--- config.mk ---
export PLATFORM = sky130hd
export DESIGN_NAME = rripc_ctrl
export DESIGN_NICKNAME = d
export VERILOG_FILES = /design/src/sv/rripc_pkg.sv /design/src/sv/rripc_ctrl.sv
export SDC_FILE = /design/constraint.sdc
export NUM_CORES = 1
export LEC_CHECK = 0
export ABC_AREA = 1
export BUFFER_PORTS_ARGS = -buffer_cell sky130_fd_sc_hd__buf_2
export CORE_AREA = 2 2 39 41
export CTS_CLUSTER_SIZE = 25
export DETAILED_ROUTE_END_ITERATION = 6
export DIE_AREA = 0 0 41 43
export PLACE_DENSITY_LB_ADDON = 0.25
export SLEW_MARGIN = 20
export SYNTH_ARGS = -nofsm -noshare
export SYNTH_HDL_FRONTEND = slang
export SYNTH_SLANG_ARGS = --single-unit
export TNS_END_PERCENT = 20
--- constraint.sdc ---
create_clock -name clk -period 3.42 [get_ports clk]
set_clock_uncertainty 0.15 [all_clocks]
set_input_delay 0.342 -clock clk [delete_from_list [all_inputs] [get_ports clk]]
set_output_delay 0.342 -clock clk [all_outputs]
set_load 0.01 [all_outputs]
--- src/sv/rripc_pkg.sv ---
// Shared types, codes and constants of the RRIP replacement core.
package rripc_pkg;

  // Field widths fixed by the interface.
  localparam int SET_IDX_W = 11;
  localparam int WAY_W     = 4;
  localparam int PC_W      = 64;
  localparam int THR_W     = 3;
  localparam int CNT_W     = 3;
  localparam int RR_W      = 2;
  localparam int APB_DW    = 32;
  localparam int APB_AW    = 2;

  // Default geometry.
  localparam int NUM_SETS_DEF         = 2048;
  localparam int NUM_WAYS_DEF         = 16;
  localparam int PC_TABLE_ENTRIES_DEF = 4096;

  // Action codes.
  localparam logic ACT_VICTIM = 1'b0;
  localparam logic ACT_UPDATE = 1'b1;

  // Re-reference values.
  localparam logic [RR_W-1:0] RR_HIT  = 2'd0;
  localparam logic [RR_W-1:0] RR_NEAR = 2'd1;
  localparam logic [RR_W-1:0] RR_FAR  = 2'd2;
  localparam logic [RR_W-1:0] RR_MAX  = 2'd3;

  localparam logic [CNT_W-1:0] CNT_ZERO = 3'd0;
  localparam logic [CNT_W-1:0] CNT_MAX  = 3'd7;

  // Register map.
  localparam logic [APB_AW-1:0] ADDR_HOT_THRESHOLD = 2'd0;
  localparam logic [THR_W-1:0]  HOT_THRESHOLD_RST  = 3'd5;

  // Commands from the controller to the datapath.
  typedef struct packed {
    logic load;    // capture an accepted transaction
    logic read;    // read the set row and the reuse counter
    logic commit;  // write back and, for a victim request, present the result
    logic clear;   // one step of the post-reset clearing sweep
  } rripc_cmd_t;

  // Status from the datapath to the controller.
  typedef struct packed {
    logic reduce_done;  // set and counter indexes are ready
    logic clear_last;   // final step of the clearing sweep
    logic is_victim;    // held transaction is a victim request
    logic out_busy;     // output register holds a result that is not taken
  } rripc_status_t;

endpackage

--- src/sv/rripc_ctrl.sv ---
// Controller state machine of the RRIP replacement core.
module rripc_ctrl (
  input  logic                   clk,
  input  logic                   rst,
  input  logic                   in_valid,
  output logic                   in_stall,
  output rripc_pkg::rripc_cmd_t    cmd,
  input  rripc_pkg::rripc_status_t status
);
  import rripc_pkg::*;

  typedef enum logic [1:0] {
    S_CLEAR,
    S_IDLE,
    S_LOOKUP,
    S_EVAL
  } state_t;

  state_t state, state_next;
  logic   can_commit;

  assign can_commit = !status.is_victim || !status.out_busy;

  always_comb begin
    state_next = state;
    in_stall   = 1'b1;
    cmd        = '0;
    case (state)
      S_CLEAR: begin
        cmd.clear = 1'b1;
        if (status.clear_last) begin
          state_next = S_IDLE;
        end
      end
      S_IDLE: begin
        in_stall = 1'b0;
        if (in_valid) begin
          cmd.load   = 1'b1;
          state_next = S_LOOKUP;
        end
      end
      S_LOOKUP: begin
        if (status.reduce_done) begin
          cmd.read   = 1'b1;
          state_next = S_EVAL;
        end
      end
      S_EVAL: begin
        if (can_commit) begin
          cmd.commit = 1'b1;
          in_stall   = 1'b0;
          if (in_valid) begin
            cmd.load   = 1'b1;
            state_next = S_LOOKUP;
          end else begin
            state_next = S_IDLE;
          end
        end
      end
      default: begin
        state_next = S_IDLE;
      end
    endcase
  end

  always_ff @(posedge clk) begin
    if (rst) begin
      state <= S_CLEAR;
    end else begin
      state <= state_next;
    end
  end

`ifndef SYNTHESIS
  a_accept_to_lookup: assert property (@(posedge clk) disable iff (rst)
    in_valid && !in_stall |=> state == S_LOOKUP)
    else $error("accepted transaction did not enter lookup");
  a_clear_blocks: assert property (@(posedge clk) disable iff (rst)
    state == S_CLEAR |-> in_stall && !cmd.commit && !cmd.read)
    else $error("activity during clearing sweep");
  a_commit_needs_room: assert property (@(posedge clk) disable iff (rst)
    cmd.commit && status.is_victim |-> !status.out_busy)
    else $error("victim committed while output register busy");
`endif

endmodule

==> results of run 1 <==
[critical path, delay by kind of cell (launching register included)]
family / cells / cell delay [ps]
buffers and inverters: 2 / 250
DFF: 1 / 450
and+or+nand+nor: 1 / 170
[cells in the mapped netlist (all sizes together)]
cell	count
nand2	11
nand4	1
nor2	3
nand3	4
dfxtp	2
buf	1
o21ai	2
a21oi	2
inv	7
nor3	1
[layout make-up]
class / count / area, sq um
inverter: 7 / 26.3
clock buffer: 3 / 22.5
tap: 16 / 20.0
sequential: 2 / 40.0
fill: 168 / 1100
multi-input combinational: 24 / 123
timing repair buffer: 11 / 55.1
[layer usage]
layer	vias up	routed length [microns]	share of wire [%]	track usage, %
met1	88	227	52	7.32
met3	0	45	10	1.57
li1	132	-	-	-
met5	-	0	0	0
met4	0	0	0	2.00
met2	11	165	38	7.19
[stage by stage]
stage / utilization [%] / setup slack, ps
5_1_grt: 20.7 / 1740
2_1_floorplan: - / 2130
6_report: 20.7 / 1830
4_1_cts: 20.7 / 1810
3_3_place_gp: 19.1 / 2050
3_5_place_dp: 19.1 / 2050
[cells by family (layout without fill, tap and decap cells)]
logic type / count (synthesis) / count (layout) / share of synthesized area (%)
buf+inv: 8 / 21 / 18.8
compound gates: 4 / 4 / 11.9
flops: 2 / 2 / 20.0
simple gates: 20 / 20 / 49.4
[placed cells by master (no fill, tap or decap), drive strengths merged]
| master | count |
|---|---|
| buf | 11 |
| nand2 | 11 |
| inv | 7 |
| nand3 | 4 |
| nor2 | 3 |
| clkbuf | 3 |
| o21ai | 2 |
| dfxtp | 2 |
| a21oi | 2 |
| nor3 | 1 |
| nand4 | 1 |
[path summary, 6_finish.rpt]
path	end	cells past startpoint	from
setup reg to reg	state[1]$_SDFFE_PP0P_	5	state[0]$_SDFFE_PP0P_
hold / removal	state[0]$_SDFFE_PP0P_	2	rst
setup / recovery	cmd[2]	3	state[1]$_SDFFE_PP0P_
hold reg to reg	state[0]$_SDFFE_PP0P_	2	state[0]$_SDFFE_PP0P_
[where the power goes]
part	total [mW]	switching, mW	internal, mW
logic	0.0747	0.0420	0.0327
clock network	0.0509	0.0123	0.0386
registers	0.0457	0.0152	0.0306
total	0.171	0.0695	0.102
==> metrics.cfg, run 1 <==
[critical_path]
ff2ff_setup_slack_ps=2130
cp-start-kind=flip-flop
slowest_stage=dfxtp_1
arrival_ps=1100
path_max_fanout=8
worstSetupPathType=flip-flop to primary output
cp_cell_sequence=inv_1 > nor3_1 > buf_2
cpPeakStageDelay_ps=450
critical_path_required_ps=2930
cp-end-kind=primary output

[floorplan]
die_h_microns=43
fp-row-count=14
core_area_sq_um=1380
boundaryPins=12
die_width_microns=41
die_area_sq_um=1760
initial_core_util_pct=14.5

[routing]
drt-pass1-iter-count=2
wire_per_inst_microns=6.95
drt_iter0_drc=3
via_count=231
via_per_inst=3.67
drc_errors=0
ant_nets=0
drt_wl_total_microns=438

[clock_network]
cts-root-buf=clkbuf_4
cts_buffers=3
clock_sinks=2
holdBufCountCts=0
cts_resized=0
htreeDepth=1
post_cts_buffers=0
cts_tree=done
clkSlewWorstSetupHoldPaths_ps=30
cts.path.max_buffers=2
clk_latency_ps=220

[yosys]
syn_area_per_cell_sq_um=5.89
seq_area_frac_synth_pct=20.0
yosysTopAreaCell=dfxtp_1
synth.distinct_cells=13
ys_seq_elements=2
syn-num-nets=41
synth_cells=34
ys_warn_count=0
synth_top_area_share_pct=20.0
ys_top_cells_by_area=dfxtp_1 (20%), nand2_1 (17%), inv_1 (13%), nand3_2 (10%), nand2_2 (6.3%)
syn_area_sq_um=200

[placement]
dpl_cell_area_sq_um=264
dp_cells=60
io_buffers=11
place_hpwl_microns=357
gp_congestion=0.748

[grt]
grt_pass1_wl_microns=655
overflow=0
grtUsageTotal_pct=5.21
grt_max_degree=10
grt_antenna_before_repair=0
grt_pass1_vias=185

[sta]
fin_crit_ps=1590
slew_headroom_pct=80.2
worst_hold_slack_ps=147
worst_slew_pin_slew_ps=297
tns_ps=0
rsz0062_at_grt=no
finalHoldViolCount=0
setup_viol=0
fin_crit_sh_pct=46.5
clock.fmax_mhz=629
drv_slew=0

[job]
drv_cap=0

[power_and_ir_drop]
finalPower_mw=0.171
powerDensity_nw_per_um2=598
p_leak_nw=0.170
irDropWorstVdd_v=0.000162

[hold_path]
hold_path_class=input pin to flip-flop

[finish]
final_cell_area_sq_um=287
nets=56
antenna-diode-count=0
stdcell_count=63
area_growth_syn_to_layout_pct=43.1
largestRegisters=state x2
drive_gt1_share_pct=40.4
largest_register_ffs=2
largest-register=state

[run_status]
outcome=finished clean

Power figures use the tool's default switching activity.
==> run 2, diff against run 1 <==
==> constraint.sdc (replaced) <==
create_clock -name clk -period 1.3 [get_ports clk]
set_clock_uncertainty 0.15 [all_clocks]
set_input_delay 0.13 -clock clk [delete_from_list [all_inputs] [get_ports clk]]
set_output_delay 0.13 -clock clk [all_outputs]
set_load 0.01 [all_outputs]
==> run 2 against run 1 <==
Effect of this change:
- clock power increased to 2.6 times the previous value
- critical path type unchanged
- sequential share of layout area increased by 0.21 points
- highest routed layer unchanged
- die area unchanged
- largest power group unchanged
==> metrics.cfg, run 2 (synthesis gave the netlist of run 1 again) <==
[sta]
rsz0062_at_grt=no
slew_headroom_pct=90.4  ; +10 points
setup_viol=0  ; unchanged
fin_crit_sh_pct=94.8
fin_crit_ps=1230
clock.fmax_mhz=811
worst_slew_pin_slew_ps=143  ; -154 ps
drv_slew=0  ; unchanged
tns_ps=0  ; unchanged
finalHoldViolCount=0  ; unchanged

[power_and_ir_drop]
p_leak_nw=0.192  ; +13%
power_switching_mw=0.198  ; +190%
powerDensity_nw_per_um2=1560  ; +160%
seq_power_share_pct=22.7  ; -4.0 points
p_clk_share_pct=25.0  ; -4.7 points
p_int_mw=0.324  ; +220%
finalPower_mw=0.523  ; +200%
p_sw_share_pct=37.9  ; -2.6 points
combPwrFrac_pct=52.3  ; +8.7 points
irDropWorstVdd_v=0.000428  ; +160%

[clock_network]
cts-root-buf=clkbuf_4
cts_buffers=3  ; unchanged
post_cts_buffers=0  ; unchanged
clock_sinks=2  ; unchanged
cts_tree=done
htreeDepth=1  ; unchanged
clkSlewWorstSetupHoldPaths_ps=30  ; about the same
cts.path.max_buffers=2  ; unchanged
clk_latency_ps=220  ; about the same

[critical_path]
cp-end-kind=primary output
worstSetupPathType=flip-flop to primary output
critical_path_required_ps=1020  ; -1910 ps
path_max_fanout=8  ; unchanged
cp-start-kind=flip-flop
arrival_ps=950  ; -150 ps

[routing]
drc_errors=0  ; unchanged
drt-pass1-iter-count=4  ; +2
via_per_inst=3.69  ; +0.54%
via_count=247  ; +6.9%
wire_per_inst_microns=7.46  ; +7.3%
drt_wl_total_microns=500  ; +14%
ant_nets=0  ; unchanged
drt_iter0_drc=1  ; -2

[placement]
io_buffers=11  ; unchanged
gp_congestion=0.702  ; -6.2%
place_hpwl_microns=409  ; +15%

[run_status]
outcome=finished clean

[floorplan]
die_h_microns=43  ; unchanged
die_width_microns=41  ; unchanged
fp-row-count=14  ; unchanged
core_area_sq_um=1380  ; unchanged
initial_core_util_pct=14.5  ; unchanged
boundaryPins=12  ; unchanged
die_area_sq_um=1760  ; unchanged

[finish]
largest-register=state
area_growth_syn_to_layout_pct=67.5
largest_register_ffs=2  ; unchanged
nets=60  ; +7.1%
antenna-diode-count=0  ; unchanged
drive_gt1_share_pct=49.0  ; +8.6 points
final_cell_mix=buf_2 (11), nand2_1 (9), inv_1 (7)
largestRegisters=state x2
final_common_cell=buf_2

[grt]
grt_antenna_before_repair=0  ; unchanged
overflow=0  ; unchanged
grt_max_degree=9  ; -1
grt_pass1_wl_microns=883  ; +35%
grtUsageTotal_pct=7.31  ; +2.1 points
grt_pass1_vias=218  ; +18%

[hold_path]
hold_path_class=input pin to flip-flop

[job]
drv_cap=0  ; unchanged

[run 2: changes by cell type in the layout (fill, tap and decap cells not counted)]
cell / delta
buf_4: +2
dfxtp_1: -2
dfxtp_4: +2
buf_6: +1
dlygate4sd3_1: +1
nor3_1: -1
nor3_2: +1
[run 2: final cells by class]
type	instances	area [sq um]
fill	160	1050
timing repair buffer	15	91.3
sequential	2	47.5
multi-input combinational	24	128
tap	16	20.0
clock buffer	3	22.5
inverter	7	26.3
[run 2: routing by layer]
layer	up-vias	track usage (%)	wire, microns
li1	141	-	-
met1	97	10.5	246
met2	9	9.69	210
met3	0	1.57	43
met4	0	4.00	0
met5	-	0	0
[run 2: final timing paths]
kind / start / end / slack, ps / cells after the start
hold reg to reg: state[0]$_SDFFE_PP0P_ / state[0]$_SDFFE_PP0P_ / 460 / 3
setup / recovery: state[1]$_SDFFE_PP0P_ / cmd[2] / 70 / 3
setup reg to reg: state[0]$_SDFFE_PP0P_ / state[0]$_SDFFE_PP0P_ / 170 / 6
hold / removal: status[2] / state[1]$_SDFFE_PP0P_ / 140 / 5
[run 2: power by group through the flow]
stage	registers, mW	clock network (mW)	logic [mW]
6_report	0.119	0.131	0.273
5_1_grt	0.126	0.149	0.309
4_1_cts	0.112	0.136	0.265
3_5_place_dp	0.109	0	0.261
3_3_place_gp	0.108	0	0.263
2_1_floorplan	0.0964	0	0.180
[run 2: through the flow]
stage / utilization, % / instances / hold slack [ps] / cell area (sq um) / setup WS (ps)
4_1_cts: 23.2 / 67 / 136 / 322 / 4.74
2_1_floorplan: - / 34 / 42.4 / 200 / 200
5_1_grt: 24.2 / 67 / 172 / 335 / 12.1
3_5_place_dp: 20.7 / 63 / 164 / 287 / 139
6_report: 24.2 / 67 / 140 / 335 / 67.0
3_3_place_gp: 20.7 / 63 / 161 / 287 / 144
[run 2: what timing repair did]
action                                  CTS  global route
hold endpoints to repair                  2             0
resized for setup                         2             4
pin swaps                                 0             1
endpoints found under the setup margin    2             2
hold buffers                              1             0
[run 2: worst max-delay path, stage by stage, from the launching register on]
cell and delay (ps):
dfxtp_4 370, inv_1 70, nor3_2 150, buf_2 150
==> run 3, diff against run 2 <==
==> constraint.sdc (replaced) <==
create_clock -name clk -period 1.2 [get_ports clk]
set_clock_uncertainty 0.15 [all_clocks]
set_input_delay 0.12 -clock clk [delete_from_list [all_inputs] [get_ports clk]]
set_output_delay 0.12 -clock clk [all_outputs]
set_load 0.01 [all_outputs]
==> run 3 against run 2 <==
Effect of this change:
- the run now ends with setup timing left
- flip-flop and latch count unchanged
- final cell count increased by 1.5%
- sequential share of layout area is 0.66 points lower
- design area up 4.9%
- worst hold slack worse by 4.1 ps
- critical endpoint is now cmd[3]
==> metrics.cfg, run 3 (synthesis gave the netlist of run 1 again) <==
[finish]
final_cell_mix=buf_2 (11), nand2_1 (9), inv_1 (6)
largestRegisters=state x2
antenna-diode-count=0  ; unchanged
nets=61  ; +1.7%
final_cell_area_sq_um=352  ; +4.9%
final_core_util_pct=25.4  ; +1.2 points
stdcell_count=68  ; +1.5%
largest_register_ffs=2  ; unchanged
drive_gt1_share_pct=53.8  ; +4.8 points
largest-register=state
final_common_cell=buf_2
area_growth_syn_to_layout_pct=75.6

[routing]
drt_wl_total_microns=522  ; +4.4%
via_count=255  ; +3.2%
ant_nets=0  ; unchanged
via_per_inst=3.75  ; +1.7%
drt_iter0_drc=3  ; +2
drc_errors=0  ; unchanged
drt-pass1-iter-count=3  ; -1
wire_per_inst_microns=7.68  ; +2.9%

[sta]
setup_viol=1  ; +1
tns_ps=-2.07  ; -2.07 ps
fin_crit_sh_pct=100
slew_headroom_pct=88.9  ; -1.5 points
finalWorstSetupSlack_ps=-2.07  ; -69.1 ps
rsz0062_at_grt=yes
clock.fmax_mhz=832
drv_slew=0  ; unchanged
fin_crit_ps=1200
worst_slew_pin_slew_ps=165  ; +21.9 ps
finalHoldViolCount=0  ; unchanged

[placement]
io_buffers=11  ; unchanged
dp_cells=62  ; -1.6%
gp_congestion=0.755  ; +7.5%
place_hpwl_microns=391  ; -4.4%
dpl_cell_area_sq_um=279  ; -2.6%

[run_status]
violations=setup timing
outcome=complete, but fails checks

[hold_path]
hold_path_class=input pin to flip-flop

[floorplan]
die_area_sq_um=1760  ; unchanged
fp-row-count=14  ; unchanged
initial_core_util_pct=14.5  ; unchanged
core_area_sq_um=1380  ; unchanged
die_h_microns=43  ; unchanged
boundaryPins=12  ; unchanged
die_width_microns=41  ; unchanged

[grt]
grt_antenna_before_repair=0  ; unchanged
grtUsageTotal_pct=7.82  ; +0.50 points
grt_pass1_vias=245  ; +12%
grt_pass1_wl_microns=910  ; +3.1%
grt_max_degree=8  ; -1
overflow=0  ; unchanged

[job]
drv_cap=0  ; unchanged

[clock_network]
htreeDepth=1  ; unchanged
cts_buffers=3  ; unchanged
clkSlewWorstSetupHoldPaths_ps=30  ; about the same
cts-root-buf=clkbuf_4
cts_tree=done
clk_latency_ps=220  ; about the same
clock_sinks=2  ; unchanged
cts.path.max_buffers=2  ; unchanged

[critical_path]
cp-end-kind=primary output
ff2ff_setup_slack_ps=70  ; -100 ps
arrival_ps=930  ; -20 ps
worstSetupPathType=flip-flop to primary output
cp-start-kind=flip-flop
critical_path_required_ps=930  ; -90 ps
path_max_fanout=7  ; -1

[power_and_ir_drop]
p_leak_nw=0.201  ; +4.4%
finalPower_mw=0.594  ; +14%
seq_power_share_pct=23.1  ; +0.4 points
p_int_mw=0.369  ; +14%
p_sw_share_pct=37.9  ; about the same
p_clk_share_pct=24.7  ; -0.3 points
powerDensity_nw_per_um2=1690  ; +8.3%
power_switching_mw=0.225  ; +13%
irDropWorstVdd_v=0.000502  ; +17%
combPwrFrac_pct=52.2  ; about the same

-- run 3: changes by cell type in the layout (fill, tap and decap cells not counted) --
cell	delta
inv_1	-1
nand3_2	+1
buf_6	+1
inv_2	+1
nand3_1	-1
-- run 3: power by group through the flow --
| stage | Combinational (mW) | Sequential (mW) | Clock, mW |
|---|---|---|---|
| final | 0.310 | 0.137 | 0.147 |
| after global routing | 0.349 | 0.144 | 0.176 |
| after CTS | 0.310 | 0.139 | 0.160 |
| after detailed placement | 0.253 | 0.128 | 0 |
| after global placement | 0.255 | 0.127 | 0 |
| after floorplan | 0.195 | 0.104 | 0 |
-- run 3: stage by stage --
step | hold WS, ps | setup WS [ps]
4_1_cts | 138 | -20.3
6_report | 136 | -2.07
5_1_grt | 174 | -66.4
3_3_place_gp | 155 | -14.3
3_5_place_dp | 150 | -22.5
2_1_floorplan | 32.4 | 100
-- run 3: layout make-up --
| class | instances | area (sq um) |
|---|---|---|
| inverters | 7 | 26.3 |
| clock buffers | 3 | 22.5 |
| flip-flops and latches | 2 | 47.5 |
| repair buffers | 16 | 103 |
| multi-input cells | 24 | 133 |
| well taps | 16 | 20.0 |
| fillers | 166 | 1030 |
-- run 3: repair_timing --
item | 4_1_cts | 5_1_grt
gates resized for setup | 9 | 0
buffers inserted | 2 | 0
endpoints found under the setup margin | 5 | 5
pin swaps | 1 | 1
endpoints found under the hold margin | 2 | 0
hold buffers | 1 | 0
-- run 3: metal layers --
layer	vias to the layer above	part of all wire, %	global-route usage [%]
met5	-	0	0
met4	0	0	0
met3	0	8.6	6.28
met2	9	39	10.9
met1	105	52	9.90
li1	141	-	-
-- run 3: final timing paths --
kind | end | depth (start not counted) | startpoint
worst max register to register | state[1]$_SDFFE_PP0P_ | 5 | state[0]$_SDFFE_PP0P_
worst max-delay path | cmd[3] | 4 | state[0]$_SDFFE_PP0P_
worst min-delay path | state[1]$_SDFFE_PP0P_ | 5 | status[2]
worst min register to register | state[0]$_SDFFE_PP0P_ | 3 | state[0]$_SDFFE_PP0P_
-- run 3: critical path, cell delays in order, from the launching register on --
cell and delay (ps):
dfxtp_4 380, buf_6 110, nand3_2 60, inv_1 50
buf_2 110
